`config.mk`:
```
export PLATFORM = sky130hd
export DESIGN_NAME = histogram_with_percentages
export DESIGN_NICKNAME = d
export VERILOG_FILES = /design/src/hdl/hist_pkg.sv /design/src/hdl/hist_ram.sv /design/src/hdl/hist_div.sv /design/src/hdl/histogram_with_percentages.sv
export SDC_FILE = /design/constraint.sdc
export NUM_CORES = 2
export LEC_CHECK = 0
export BUFFER_PORTS_ARGS = -buffer_cell sky130_fd_sc_hd__buf_4
export CAP_MARGIN = 30
export CORE_ASPECT_RATIO = 1.1
export CORE_MARGIN = 5
export CORE_UTILIZATION = 33
export DETAILED_ROUTE_END_ITERATION = 8
export SLEW_MARGIN = 20
export SYNTH_ARGS = -nofsm -noshare
export SYNTH_HDL_FRONTEND = slang
export SYNTH_SLANG_ARGS = --single-unit
```
`constraint.sdc`:
```
create_clock -name i_clk -period 8.3 [get_ports i_clk]
set_input_delay 0.415 -clock i_clk [delete_from_list [all_inputs] [get_ports i_clk]]
set_output_delay 0.415 -clock i_clk [all_outputs]
set_load 0.1 [all_outputs]
```
`src/hdl/hist_pkg.sv`:
```
// Shared widths, constants and register codes for the histogram block.
package hist_pkg;

    localparam int SAMPLE_W = 16;
    localparam int TOTAL_W  = 32;
    localparam int SHARE_W  = 14;
    localparam int CFG_W    = 16;
    localparam int CFG_IDX_W = 1;

    // hundredths of a percent per unit share
    localparam logic [SHARE_W-1:0] SCALE = 14'd10000;

    localparam logic signed [SAMPLE_W-1:0] LOW_RESET  = 16'sd0;
    localparam logic signed [SAMPLE_W-1:0] HIGH_RESET = 16'sd63;

    typedef enum logic [CFG_IDX_W-1:0] {
        REG_LOW_BOUND  = 1'b0,
        REG_HIGH_BOUND = 1'b1
    } t_reg_idx;

endpackage

```
`src/hdl/hist_ram.sv`:
```
// Generic single-write, single-read RAM with registered read data.
module hist_ram #(
    parameter int WIDTH = 16,
    parameter int DEPTH = 64
) (
    input  logic                     i_clk,
    input  logic                     i_we,
    input  logic [$clog2(DEPTH)-1:0] i_waddr,
    input  logic [WIDTH-1:0]         i_wdata,
    input  logic [$clog2(DEPTH)-1:0] i_raddr,
    output logic [WIDTH-1:0]         o_rdata
);
    logic [WIDTH-1:0] r_mem [DEPTH];
    logic [WIDTH-1:0] r_rdata;

    always_ff @(posedge i_clk) begin
        if (i_we) begin
            r_mem[i_waddr] <= i_wdata;
        end
        r_rdata <= r_mem[i_raddr];
    end

    assign o_rdata = r_rdata;
endmodule

```
`src/hdl/hist_div.sv`:
```
// Iterative share unit: count * 10000 / total, one quotient bit per cycle.
module hist_div #(
    parameter int COUNT_BITS = 16
) (
    input  logic                           i_clk,
    input  logic                           i_rst_n,
    input  logic                           i_start,
    input  logic [COUNT_BITS-1:0]          i_count,
    input  logic [hist_pkg::TOTAL_W-1:0]   i_total,
    output logic                           o_done,
    output logic [hist_pkg::SHARE_W-1:0]   o_quot
);
    import hist_pkg::*;

    localparam int REM_W  = TOTAL_W + SHARE_W;
    localparam int PROD_W = COUNT_BITS + SHARE_W;
    localparam int STEP_W = $clog2(SHARE_W);

    logic [REM_W-1:0]   r_rem, n_rem;
    logic [REM_W-1:0]   r_dsh, n_dsh;
    logic [SHARE_W-1:0] r_quot, n_quot;
    logic [STEP_W-1:0]  r_step, n_step;
    logic               r_busy, n_busy;
    logic               r_done, n_done;
    logic [PROD_W-1:0]  prod;
    logic               ge;

    assign prod = PROD_W'(i_count) * PROD_W'(SCALE);
    assign ge   = (r_rem >= r_dsh);

    always_comb begin
        n_rem  = r_rem;
        n_dsh  = r_dsh;
        n_quot = r_quot;
        n_step = r_step;
        n_busy = r_busy;
        n_done = 1'b0;
        if (i_start) begin
            // quotient never exceeds 10000, so SHARE_W steps suffice
            n_rem  = REM_W'(prod);
            n_dsh  = REM_W'(i_total) << (SHARE_W - 1);
            n_quot = '0;
            n_step = STEP_W'(SHARE_W - 1);
            n_busy = 1'b1;
        end else if (r_busy) begin
            if (ge) begin
                n_rem = r_rem - r_dsh;
            end
            n_quot = {r_quot[SHARE_W-2:0], ge};
            n_dsh  = r_dsh >> 1;
            n_step = r_step - STEP_W'(1);
            if (r_step == '0) begin
                n_busy = 1'b0;
                n_done = 1'b1;
            end
        end
    end

    always_ff @(posedge i_clk) begin
        if (!i_rst_n) begin
            r_busy <= 1'b0;
            r_done <= 1'b0;
        end else begin
            r_busy <= n_busy;
            r_done <= n_done;
        end
        r_rem  <= n_rem;
        r_dsh  <= n_dsh;
        r_quot <= n_quot;
        r_step <= n_step;
    end

    assign o_done = r_done;
    assign o_quot = r_quot;
endmodule

```
`src/hdl/histogram_with_percentages.sv`:
```
// Histogram of signed samples with per-bin share of the in-range total.
//
// A sample is taken when start is high and busy is low. An out-of-range sample
// without last needs only the accept step; an in-range sample goes through
// accept, count read and count write. A sample with last is counted first,
// then every bin from low_bound to the effective high end is emitted, lowest
// first, one word per bin with o_valid high for a single cycle; the receiver
// must take it then. The shared divider produces one bit of the 14-bit share
// per cycle. busy stays high until the final bin's word is out. Counts and
// total are cleared as the final word goes out, on a last sample with an
// empty range, and at reset, through per-bin valid flags, so no clearing pass
// is needed. Write low_bound and high_bound only while busy is low.
module histogram_with_percentages #(
    parameter int BINS       = 64,
    parameter int COUNT_BITS = 16
) (
    input  logic                                 i_clk,
    input  logic                                 i_rst_n,
    input  logic                                 start,
    output logic                                 busy,
    input  logic                                 i_cfg_we,
    input  logic [hist_pkg::CFG_IDX_W-1:0]       i_cfg_idx,
    input  logic [hist_pkg::CFG_W-1:0]           i_cfg_data,
    input  logic signed [hist_pkg::SAMPLE_W-1:0] i_sample,
    input  logic                                 i_last,
    output logic                                 o_valid,
    output logic signed [hist_pkg::SAMPLE_W-1:0] o_bin_value,
    output logic [hist_pkg::SAMPLE_W-1:0]        o_bin_count,
    output logic [hist_pkg::SHARE_W-1:0]         o_share_hundredths,
    output logic                                 o_final_bin
);
    import hist_pkg::*;

    localparam int IDX_W = $clog2(BINS);
    localparam int EXT_W = SAMPLE_W + 1;

    typedef enum logic [5:0] {
        S_IDLE = 6'b000001,
        S_RD   = 6'b000010,
        S_UPD  = 6'b000100,
        S_ERD  = 6'b001000,
        S_LOAD = 6'b010000,
        S_DIV  = 6'b100000
    } t_state;

    t_state r_state, n_state;
    logic [IDX_W-1:0]           r_addr, n_addr;
    logic                       r_last, n_last;
    logic [BINS-1:0]            r_vld, n_vld;
    logic [TOTAL_W-1:0]         r_total, n_total;
    logic signed [SAMPLE_W-1:0] r_low, n_low;
    logic signed [SAMPLE_W-1:0] r_high, n_high;

    logic                       r_out_valid, n_out_valid;
    logic signed [SAMPLE_W-1:0] r_out_value, n_out_value;
    logic [SAMPLE_W-1:0]        r_out_count, n_out_count;
    logic [SHARE_W-1:0]         r_out_share, n_out_share;
    logic                       r_out_final, n_out_final;

    logic signed [EXT_W-1:0] low_x, high_x, samp_x, cap_x, hi_end;
    logic                    empty, in_rng;
    logic [IDX_W-1:0]        last_idx;
    logic [COUNT_BITS-1:0]   rd_data, cur_cnt, inc_cnt;
    logic [31:0]             cnt_ext;
    logic                    ram_we;
    logic                    div_start, div_done;
    logic [SHARE_W-1:0]      div_quot;

    assign low_x    = EXT_W'(r_low);
    assign high_x   = EXT_W'(r_high);
    assign samp_x   = EXT_W'(i_sample);
    assign cap_x    = low_x + EXT_W'(BINS - 1);
    assign hi_end   = (high_x < cap_x) ? high_x : cap_x;
    assign empty    = (high_x < low_x);
    assign in_rng   = (samp_x >= low_x) && (samp_x <= hi_end);
    assign last_idx = IDX_W'(hi_end - low_x);

    // a bin not yet written since the last clear reads as zero
    assign cur_cnt = r_vld[r_addr] ? rd_data : '0;
    assign inc_cnt = (cur_cnt == '1) ? cur_cnt : cur_cnt + COUNT_BITS'(1);
    assign cnt_ext = 32'(cur_cnt);

    hist_ram #(
        .WIDTH (COUNT_BITS),
        .DEPTH (BINS)
    ) u_ram (
        .i_clk   (i_clk),
        .i_we    (ram_we),
        .i_waddr (r_addr),
        .i_wdata (inc_cnt),
        .i_raddr (r_addr),
        .o_rdata (rd_data)
    );

    hist_div #(
        .COUNT_BITS (COUNT_BITS)
    ) u_div (
        .i_clk   (i_clk),
        .i_rst_n (i_rst_n),
        .i_start (div_start),
        .i_count (cur_cnt),
        .i_total (r_total),
        .o_done  (div_done),
        .o_quot  (div_quot)
    );

    always_comb begin
        n_state     = r_state;
        n_addr      = r_addr;
        n_last      = r_last;
        n_vld       = r_vld;
        n_total     = r_total;
        n_low       = r_low;
        n_high      = r_high;
        n_out_valid = 1'b0;
        n_out_value = r_out_value;
        n_out_count = r_out_count;
        n_out_share = r_out_share;
        n_out_final = r_out_final;
        ram_we      = 1'b0;
        div_start   = 1'b0;

        if (i_cfg_we) begin
            unique case (i_cfg_idx)
                REG_LOW_BOUND:  n_low  = i_cfg_data;
                REG_HIGH_BOUND: n_high = i_cfg_data;
                default: ;
            endcase
        end

        unique case (r_state)
            S_IDLE: begin
                if (start) begin
                    n_addr = IDX_W'(samp_x - low_x);
                    n_last = i_last;
                    if (in_rng) begin
                        n_state = S_RD;
                    end else if (i_last) begin
                        if (empty) begin
                            n_vld   = '0;
                            n_total = '0;
                        end else begin
                            n_addr  = '0;
                            n_state = S_ERD;
                        end
                    end
                end
            end
            S_RD: n_state = S_UPD;
            S_UPD: begin
                ram_we        = 1'b1;
                n_vld[r_addr] = 1'b1;
                if (r_total != '1) begin
                    n_total = r_total + TOTAL_W'(1);
                end
                if (r_last) begin
                    n_addr  = '0;
                    n_state = S_ERD;
                end else begin
                    n_state = S_IDLE;
                end
            end
            S_ERD: n_state = S_LOAD;
            S_LOAD: begin
                div_start   = 1'b1;
                n_out_count = cnt_ext[SAMPLE_W-1:0];
                n_state     = S_DIV;
            end
            S_DIV: begin
                if (div_done) begin
                    n_out_valid = 1'b1;
                    n_out_value = r_low + SAMPLE_W'(r_addr);
                    n_out_share = (r_total == '0) ? '0 : div_quot;
                    n_out_final = (r_addr == last_idx);
                    if (r_addr == last_idx) begin
                        n_vld   = '0;
                        n_total = '0;
                        n_state = S_IDLE;
                    end else begin
                        n_addr  = r_addr + IDX_W'(1);
                        n_state = S_ERD;
                    end
                end
            end
            default: n_state = S_IDLE;
        endcase
    end

    always_ff @(posedge i_clk) begin
        if (!i_rst_n) begin
            r_state     <= S_IDLE;
            r_vld       <= '0;
            r_total     <= '0;
            r_low       <= LOW_RESET;
            r_high      <= HIGH_RESET;
            r_out_valid <= 1'b0;
        end else begin
            r_state     <= n_state;
            r_vld       <= n_vld;
            r_total     <= n_total;
            r_low       <= n_low;
            r_high      <= n_high;
            r_out_valid <= n_out_valid;
        end
        r_addr      <= n_addr;
        r_last      <= n_last;
        r_out_value <= n_out_value;
        r_out_count <= n_out_count;
        r_out_share <= n_out_share;
        r_out_final <= n_out_final;
    end

    assign busy               = (r_state != S_IDLE);
    assign o_valid            = r_out_valid;
    assign o_bin_value        = r_out_value;
    assign o_bin_count        = r_out_count;
    assign o_share_hundredths = r_out_share;
    assign o_final_bin        = r_out_final;

`ifndef SYNTHESIS
    a_share_max: assert property (@(posedge i_clk) disable iff (!i_rst_n)
        o_valid |-> (o_share_hundredths <= SCALE))
        else $error("share above 10000");

    a_final_idle: assert property (@(posedge i_clk) disable iff (!i_rst_n)
        (o_valid && o_final_bin) |-> (!busy && r_total == '0 && r_vld == '0))
        else $error("store not cleared after final word");

    a_words_spaced: assert property (@(posedge i_clk) disable iff (!i_rst_n)
        o_valid |=> !o_valid)
        else $error("back-to-back words");

    a_zero_total: assert property (@(posedge i_clk) disable iff (!i_rst_n)
        (o_valid && $past(r_total) == '0) |-> (o_share_hundredths == '0))
        else $error("nonzero share with empty total");

    a_word_from_div: assert property (@(posedge i_clk) disable iff (!i_rst_n)
        o_valid |-> $past(div_done && r_state == S_DIV))
        else $error("word without divider result");
`endif
endmodule

```
# Word-level counts from Yosys, hierarchy flattened
# Memory sizes are Yosys's and may differ from the RTL's. A register that Yosys moved wholly into a read port is not among the register bits.
# Index checks and enable logic that the tools add are counted.
# word_totals
reg_bits	300
latchBits	0
memories	1
wordCells	134
output_inout_bits	49
mem_bits_rw	1024
romBits	0
# mem_list
memory	words	word_bits	rd	rd_clocked_by_memory_dff	write_ports	line_no	source
u_ram.r_mem	64	16	1	1	1	hist_ram.sv:13	logic [WIDTH-1:0] r_mem [DEPTH];
# op_classes
n_shift	0
n_mux	52
bitwise_logic	4
multipliers	1
magnitude_cmp	7
n_eq_ne	21
addsub	9
n_reduce_logical	19
div	0
# ops
operator	count
2-to-1 mux 64 bit	6
2-to-1 mux 32 bit	7
case mux 64 bit (3 select lines)	1
case mux 32 bit (3 select lines)	1
2-to-1 mux 30 bit	3
2-to-1 mux 45 bit	2
2-to-1 mux 6 bit	12
bitwise OR 64 bit	1
>= comparator 46 x 45 -> 1 bit	1
subtractor 46 x 45 -> 46 bit	1
case mux 6 bit (6 select lines)	1
adder 32 x 1 -> 32 bit, second input constant	1
logical NOT 32 bit	1
2-to-1 mux 16 bit	2
!= test 32 bit, second input constant	1
multiplier 16 x 10 -> 26 bit, second input constant	1
case mux 6 bit (3 select lines)	1
adder 16 x 7 -> 17 bit, second input constant	1
less-or-equal comparator 16 x 17 -> 1 bit	1
less-than comparator 16 x 17 -> 1 bit	1
2-to-1 mux 17 bit	1
adder 16 x 1 -> 16 bit, second input constant	1
adder 16 x 6 -> 16 bit	1
== test 16 bit, second input constant	1
other kinds (33)	63

# Logic depth before layout (Yosys ltp)
# depth
word_depth	8
depth_mapped	33

# Modules after synthesis
# From an unflattened synthesis, not the netlist that was laid out.
# unflattened
hier_cells	4179
hier_area_um2	61162.4
# by_module_without_submodules
mod	area_each_um2	instances	seq_area_each_um2	cells_per_inst
hist_ram	40042.2	1	31069.8	1829
histogram_with_percentages	11486.0	1	4324.1	1304
hist_div	9634.2	1	2802.7	1046

# Worst setup path after synthesis
# No wires, ideal clock.
# synth_path
kind	register to register
startpoint	register r_addr[0]
endpoint	register u_div.r_rem[28], data pin
path_stages_with_launch	33
n_path_buf	4
setup_ns	0.267
slack_ns	1.634
t_required_ns	8.033
t_arrival_ns	6.399
cell_sequence	edfxtp_1 buf_2 buf_6 mux2i_1 nor2_1 a311oi_1 a21oi_1 a21oi_1 o22ai_1 or4_1 buf_2 buf_2 nand2_1 fa_1 inv_1 ha_1 inv_1 fa_1 inv_1 ha_1 inv_1 fa_1 inv_1 ha_1 or3_1 a211oi_1 o21bai_1 a21oi_1 o21ai_0 a211oi_1 a21oi_1 xnor2_1 o22ai_1
# synth_via
elab_chain_len	5
# synth_rtl
element	line_no	source
start: declaration	histogram_with_percentages.sv:47	logic [IDX_W-1:0] r_addr, n_addr;
start signal: assignment	histogram_with_percentages.sv:205	r_addr <= n_addr;
binary-select mux 1 bit (select 6 bit)	histogram_with_percentages.sv:79	assign cur_cnt = r_vld[r_addr] ? rd_data : '0;
2-to-1 mux 1 bit (implied by the code)	histogram_with_percentages.sv:79	
2-to-1 mux 16 bit	histogram_with_percentages.sv:79	
multiplier 16 x 10 -> 26 bit	hist_div.sv:28	assign prod = PROD_W'(i_count) * PROD_W'(SCALE);
2-to-1 mux 30 bit	hist_div.sv:38	if (i_start) begin
via u_div.n_rem[28]	hist_div.sv:19	logic [REM_W-1:0] r_rem, n_rem;
end signal: assignment	hist_div.sv:67	r_rem <= n_rem;
end: declaration	hist_div.sv:19	
# The timed path passes the listed nets, and every way through them passes these cells. The select of a mux whose other input is x is not followed.
# A chain may end at the register's enable or synchronous reset.

# Worst setup path after layout
# layout_path
startpoint	register r_addr[2]
endpoint	register u_div.r_rem[28], data pin
# The elaborated chain is that of the path after synthesis.

==> summary.txt <==
Run status
  – Status: complete, no violations

Yosys
  – Yosys warns: 0
  – Number of synthesized flops with an enable pin: 1136
  – Syn Std Cell Area: 57900 µm²
  – Gate count after technology mapping: 4360
  – Seq/Total Area, Yosys: 66.0%
  – Syn nets: 4645
  – Flops & latches, synth: 1340
  – Yosys cell types: 93
  – Avg Cell Area, Syn: 13.3 µm²
  – Ys flop type: edfxtp_1
  – Post-synth ARST share: 0%

STA
  – Fin Hold WS: 102 ps
  – Pins Over Slew Limit: 0
  – RSZ-0062 raised after global routing: no
  – Final worst setup slack: 874 ps
  – Max_slew headroom: 36.0%
  – Final period util: 89.5%
  – Final setup fails: 0
  – Crit path time final: 7430 ps
  – Worst Tran Pin Value: 950 ps
  – Worst clock skew: 53.7 ps
  – Maximum clock rate: 135 MHz
  – Final hold viol count: 0
  – Setup_tns: 0 ps

Floorplan
  – Core ar.: 175000 µm²
  – Starting Density: 33.1%
  – Die width: 409 µm
  – Die area: 184000 µm²
  – Boundary pin count: 87
  – Die height: 449 µm
  – FP Rows: 161

Drt
  – Vias post-DR: 37800
  – TritonRoute pass-1 iters: 8
  – Initial DRC Count: 3652
  – DRC Markers: 0
  – Vias/cell: 5.48
  – Post-route ant nets: 0
  – Final wirelength: 164000 µm
  – Drt wl/cell: 23.7 µm

Clocking
  – Longest Clk Path Bufs: 3
  – CTS Buf Count: 142
  – H-tree levels: 4
  – Clock Latency Late Sink: 780 ps
  – Reg clk slew, reported paths: 60 ps
  – Clock Root Buffer: clkbuf_16
  – CTS tree: yes
  – Clk sinks: 1340

Placement
  – Place WS: 430 ps
  – Final GP Congestion: 0.867
  – Post-DP HPWL: 99400 µm
  – Number of I/O port buffers: 86
  – Placed inst area: 61900 µm²

Setup path
  – Capturing point of the worst reg2reg path: u_div.r_rem[28]$_DFFE_PP_
  – Crit path required time: 8790 ps
  – Reg2reg setup slack: 870 ps
  – Buffers & Inverters on Critical Path: 6
  – Critical Path End Type: register
  – Critical path class: register to register
  – Crit start category: register
  – R2r startpoint: r_addr[2]$_DFFE_PP_
  – Critical Path AT: 7920 ps
  – Crit-path max cell delay: 680 ps
  – CP max stage cell: edfxtp_1
  – Reg2Reg Depth: 29
  – CP delay by family, top: adder cells
  – CP max FO: 17
  – Most frequent CP cell: inv_1

Global route
  – Initial antenna violation count: 3
  – First-pass GRT wire length: 240000 µm
  – Pin count of the biggest net entering global routing: 89
  – Global route total overflow: 0
  – Number of global-route vias before repair: 36600
  – GR Util All Layers: 17.1%

Worst hold path
  – Worst hold endpoint: r_low[13]$_SDFFE_PN0P_
  – Worst hold path type: input pin to register
  – Worst Hold Path Cells: 4
  – Hold_sp: i_cfg_idx

Final layout
  – Final Net Count: 4789
  – Share of post-route cells with drive strength above 1: 11.1%
  – Area Overhead vs Synth: 15.2%
  – Design Area, Final: 66700 µm²
  – Post-layout util: 38.2%

Power
  – Leakage: 23.1 nW
  – Power Dens Cells: 276 nW/µm²
  – Worst VDD drop: 0.000227 V

Run
  – Maxcap violations: 0
-- flip-flops by register name, indices dropped and copies added, names as in the netlist, 16 cells and up --
name	flops
r_total	32
o_bin_count	16
u_div.r_rem	46
r_high	16
u_div.r_dsh	45
o_bin_value	16
r_low	16
u_ram.o_rdata	16
r_vld	64
u_ram.r_mem	1024
-- metrics by stage --
| stage | total power, mW | std cells |
|---|---|---|
| after detailed placement | 12.3 | 6621 |
| after floorplan | 10.4 | 4360 |
| after CTS | 18.5 | 6898 |
| after global placement | 12.2 | 6616 |
| after global routing | 19.1 | 6902 |
| final | 18.4 | 6903 |
-- report_power, final --
part           switching, mW  internal [mW]
Combinational           3.24           1.24
Clock                   2.67           3.54
Sequential            0.0839           7.62
Total                   6.00           12.4
-- timing repair --
item / in CTS / in global routing
hold buffers: 18 / 0
endpoints found under the hold margin: 34 / 0
gates resized for setup: 0 / 2
buffers inserted: 0 / 0
setup endpoints to repair: 0 / 1
-- placed cells by master (no fill, tap or decap), drive strengths merged, types with 8 or more instances in the layout --
cell type	count
a31oi	132
clkinv	54
ha	208
a22oi	407
a21oi	176
a211oi	14
a22o	59
nor3	44
o21bai	13
xnor2	75
nand3	119
inv	233
dlygate4sd3	18
o21ai	124
o211ai	8
a41oi	27
xor2	42
a21o	38
fa	39
edfxtp	1136
o21a	16
o31ai	29
dfxtp	204
nor2b	33
o22ai	18
a21boi	32
nand2	255
and3	21
mux2i	46
a221oi	63
buf	234
nand2b	11
nor2	274
nor4	18
nand4	89
clkbuf	188
and2	21
-- tightest hold or removal path: cells and delay by family --
kind / cells / cell delay (ps)
AO/OA/AOI/OAI: 1 / 60
AND/OR/NAND/NOR: 2 / 240
buffers and inverters: 1 / 100
-- routing by layer --
metal  vias to the layer above  routed length (µm)  track usage (%)
met5                         -                  90            0.366
li1                      17100                   -                -
met2                      1388               78400             28.5
met4                         2                4330             5.12
met1                     19100               68400             22.8
met3                       215               12500             3.30
-- cell families (layout without fill, tap and decap cells) --
kind of cell / count (synthesis) / after routing / synth area share (%)
buf+inv: 476 / 735 / 3.22
fa+ha+maj: 247 / 247 / 5.85
compound gates: 1206 / 1206 / 14.7
xor+xnor: 117 / 117 / 1.77
mux: 53 / 53 / 1.03
flops: 1340 / 1340 / 66.0
other cells: 0 / 2 / 0
simple gates: 921 / 921 / 7.46
-- how the worst max path moves through the flow --
stage / from / end / slack (ps) / depth (start not counted)
5_1_grt: r_addr[2]$_DFFE_PP_ / u_div.r_rem[28]$_DFFE_PP_ / 300 / 29
4_1_cts: r_addr[2]$_DFFE_PP_ / u_div.r_rem[28]$_DFFE_PP_ / 440 / 29
6_report: r_addr[2]$_DFFE_PP_ / u_div.r_rem[28]$_DFFE_PP_ / 870 / 29
3_3_place_gp: r_addr[2]$_DFFE_PP_ / u_div.r_rem[28]$_DFFE_PP_ / 540 / 29
3_5_place_dp: r_addr[2]$_DFFE_PP_ / u_div.r_rem[28]$_DFFE_PP_ / 430 / 29
2_1_floorplan: r_addr[0]$_DFFE_PP_ / u_div.r_rem[28]$_DFFE_PP_ / 1630 / 32
-- cells in the mapped netlist (all sizes together), types with 7 or more instances --
| cell | instances | area share, % |
|---|---|---|
| a2111oi | 7 | 0.16 |
| a211oi | 14 | 0.21 |
| a21boi | 32 | 0.42 |
| a21o | 38 | 0.49 |
| a21oi | 176 | 1.5 |
| a221oi | 63 | 0.96 |
| a22o | 59 | 0.89 |
| a22oi | 407 | 5.3 |
| a31oi | 132 | 1.4 |
| a41oi | 27 | 0.41 |
| and2 | 21 | 0.23 |
| and3 | 21 | 0.23 |
| buf | 84 | 0.68 |
| clkbuf | 168 | 1.1 |
| dfxtp | 204 | 7.1 |
| edfxtp | 1136 | 59 |
| fa | 39 | 1.3 |
| ha | 208 | 4.5 |
| inv | 223 | 1.4 |
| mux2i | 46 | 0.80 |
| nand2 | 255 | 1.7 |
| nand2b | 11 | 0.12 |
| nand3 | 119 | 1.0 |
| nand4 | 89 | 0.96 |
| nor2 | 274 | 1.8 |
| nor2b | 33 | 0.36 |
| nor3 | 44 | 0.39 |
| nor4 | 18 | 0.23 |
| o211ai | 8 | 0.10 |
| o21a | 16 | 0.21 |
| o21ai | 124 | 1.1 |
| o21bai | 13 | 0.17 |
| o22ai | 18 | 0.19 |
| o31ai | 29 | 0.38 |
| xnor2 | 75 | 1.1 |
| xor2 | 42 | 0.64 |
-- final cells by class --
type,instances,area [µm²]
fillers,16300,108000
flip-flops and latches,1340,38200
multi-input cells,2544,18100
clock buffers,188,3870
well taps,2282,2860
repair buffers,252,2080
inverters,224,843
clock inverters,71,694
diodes,2,5.00
No activity file was read; power rests on OpenSTA's default activity.
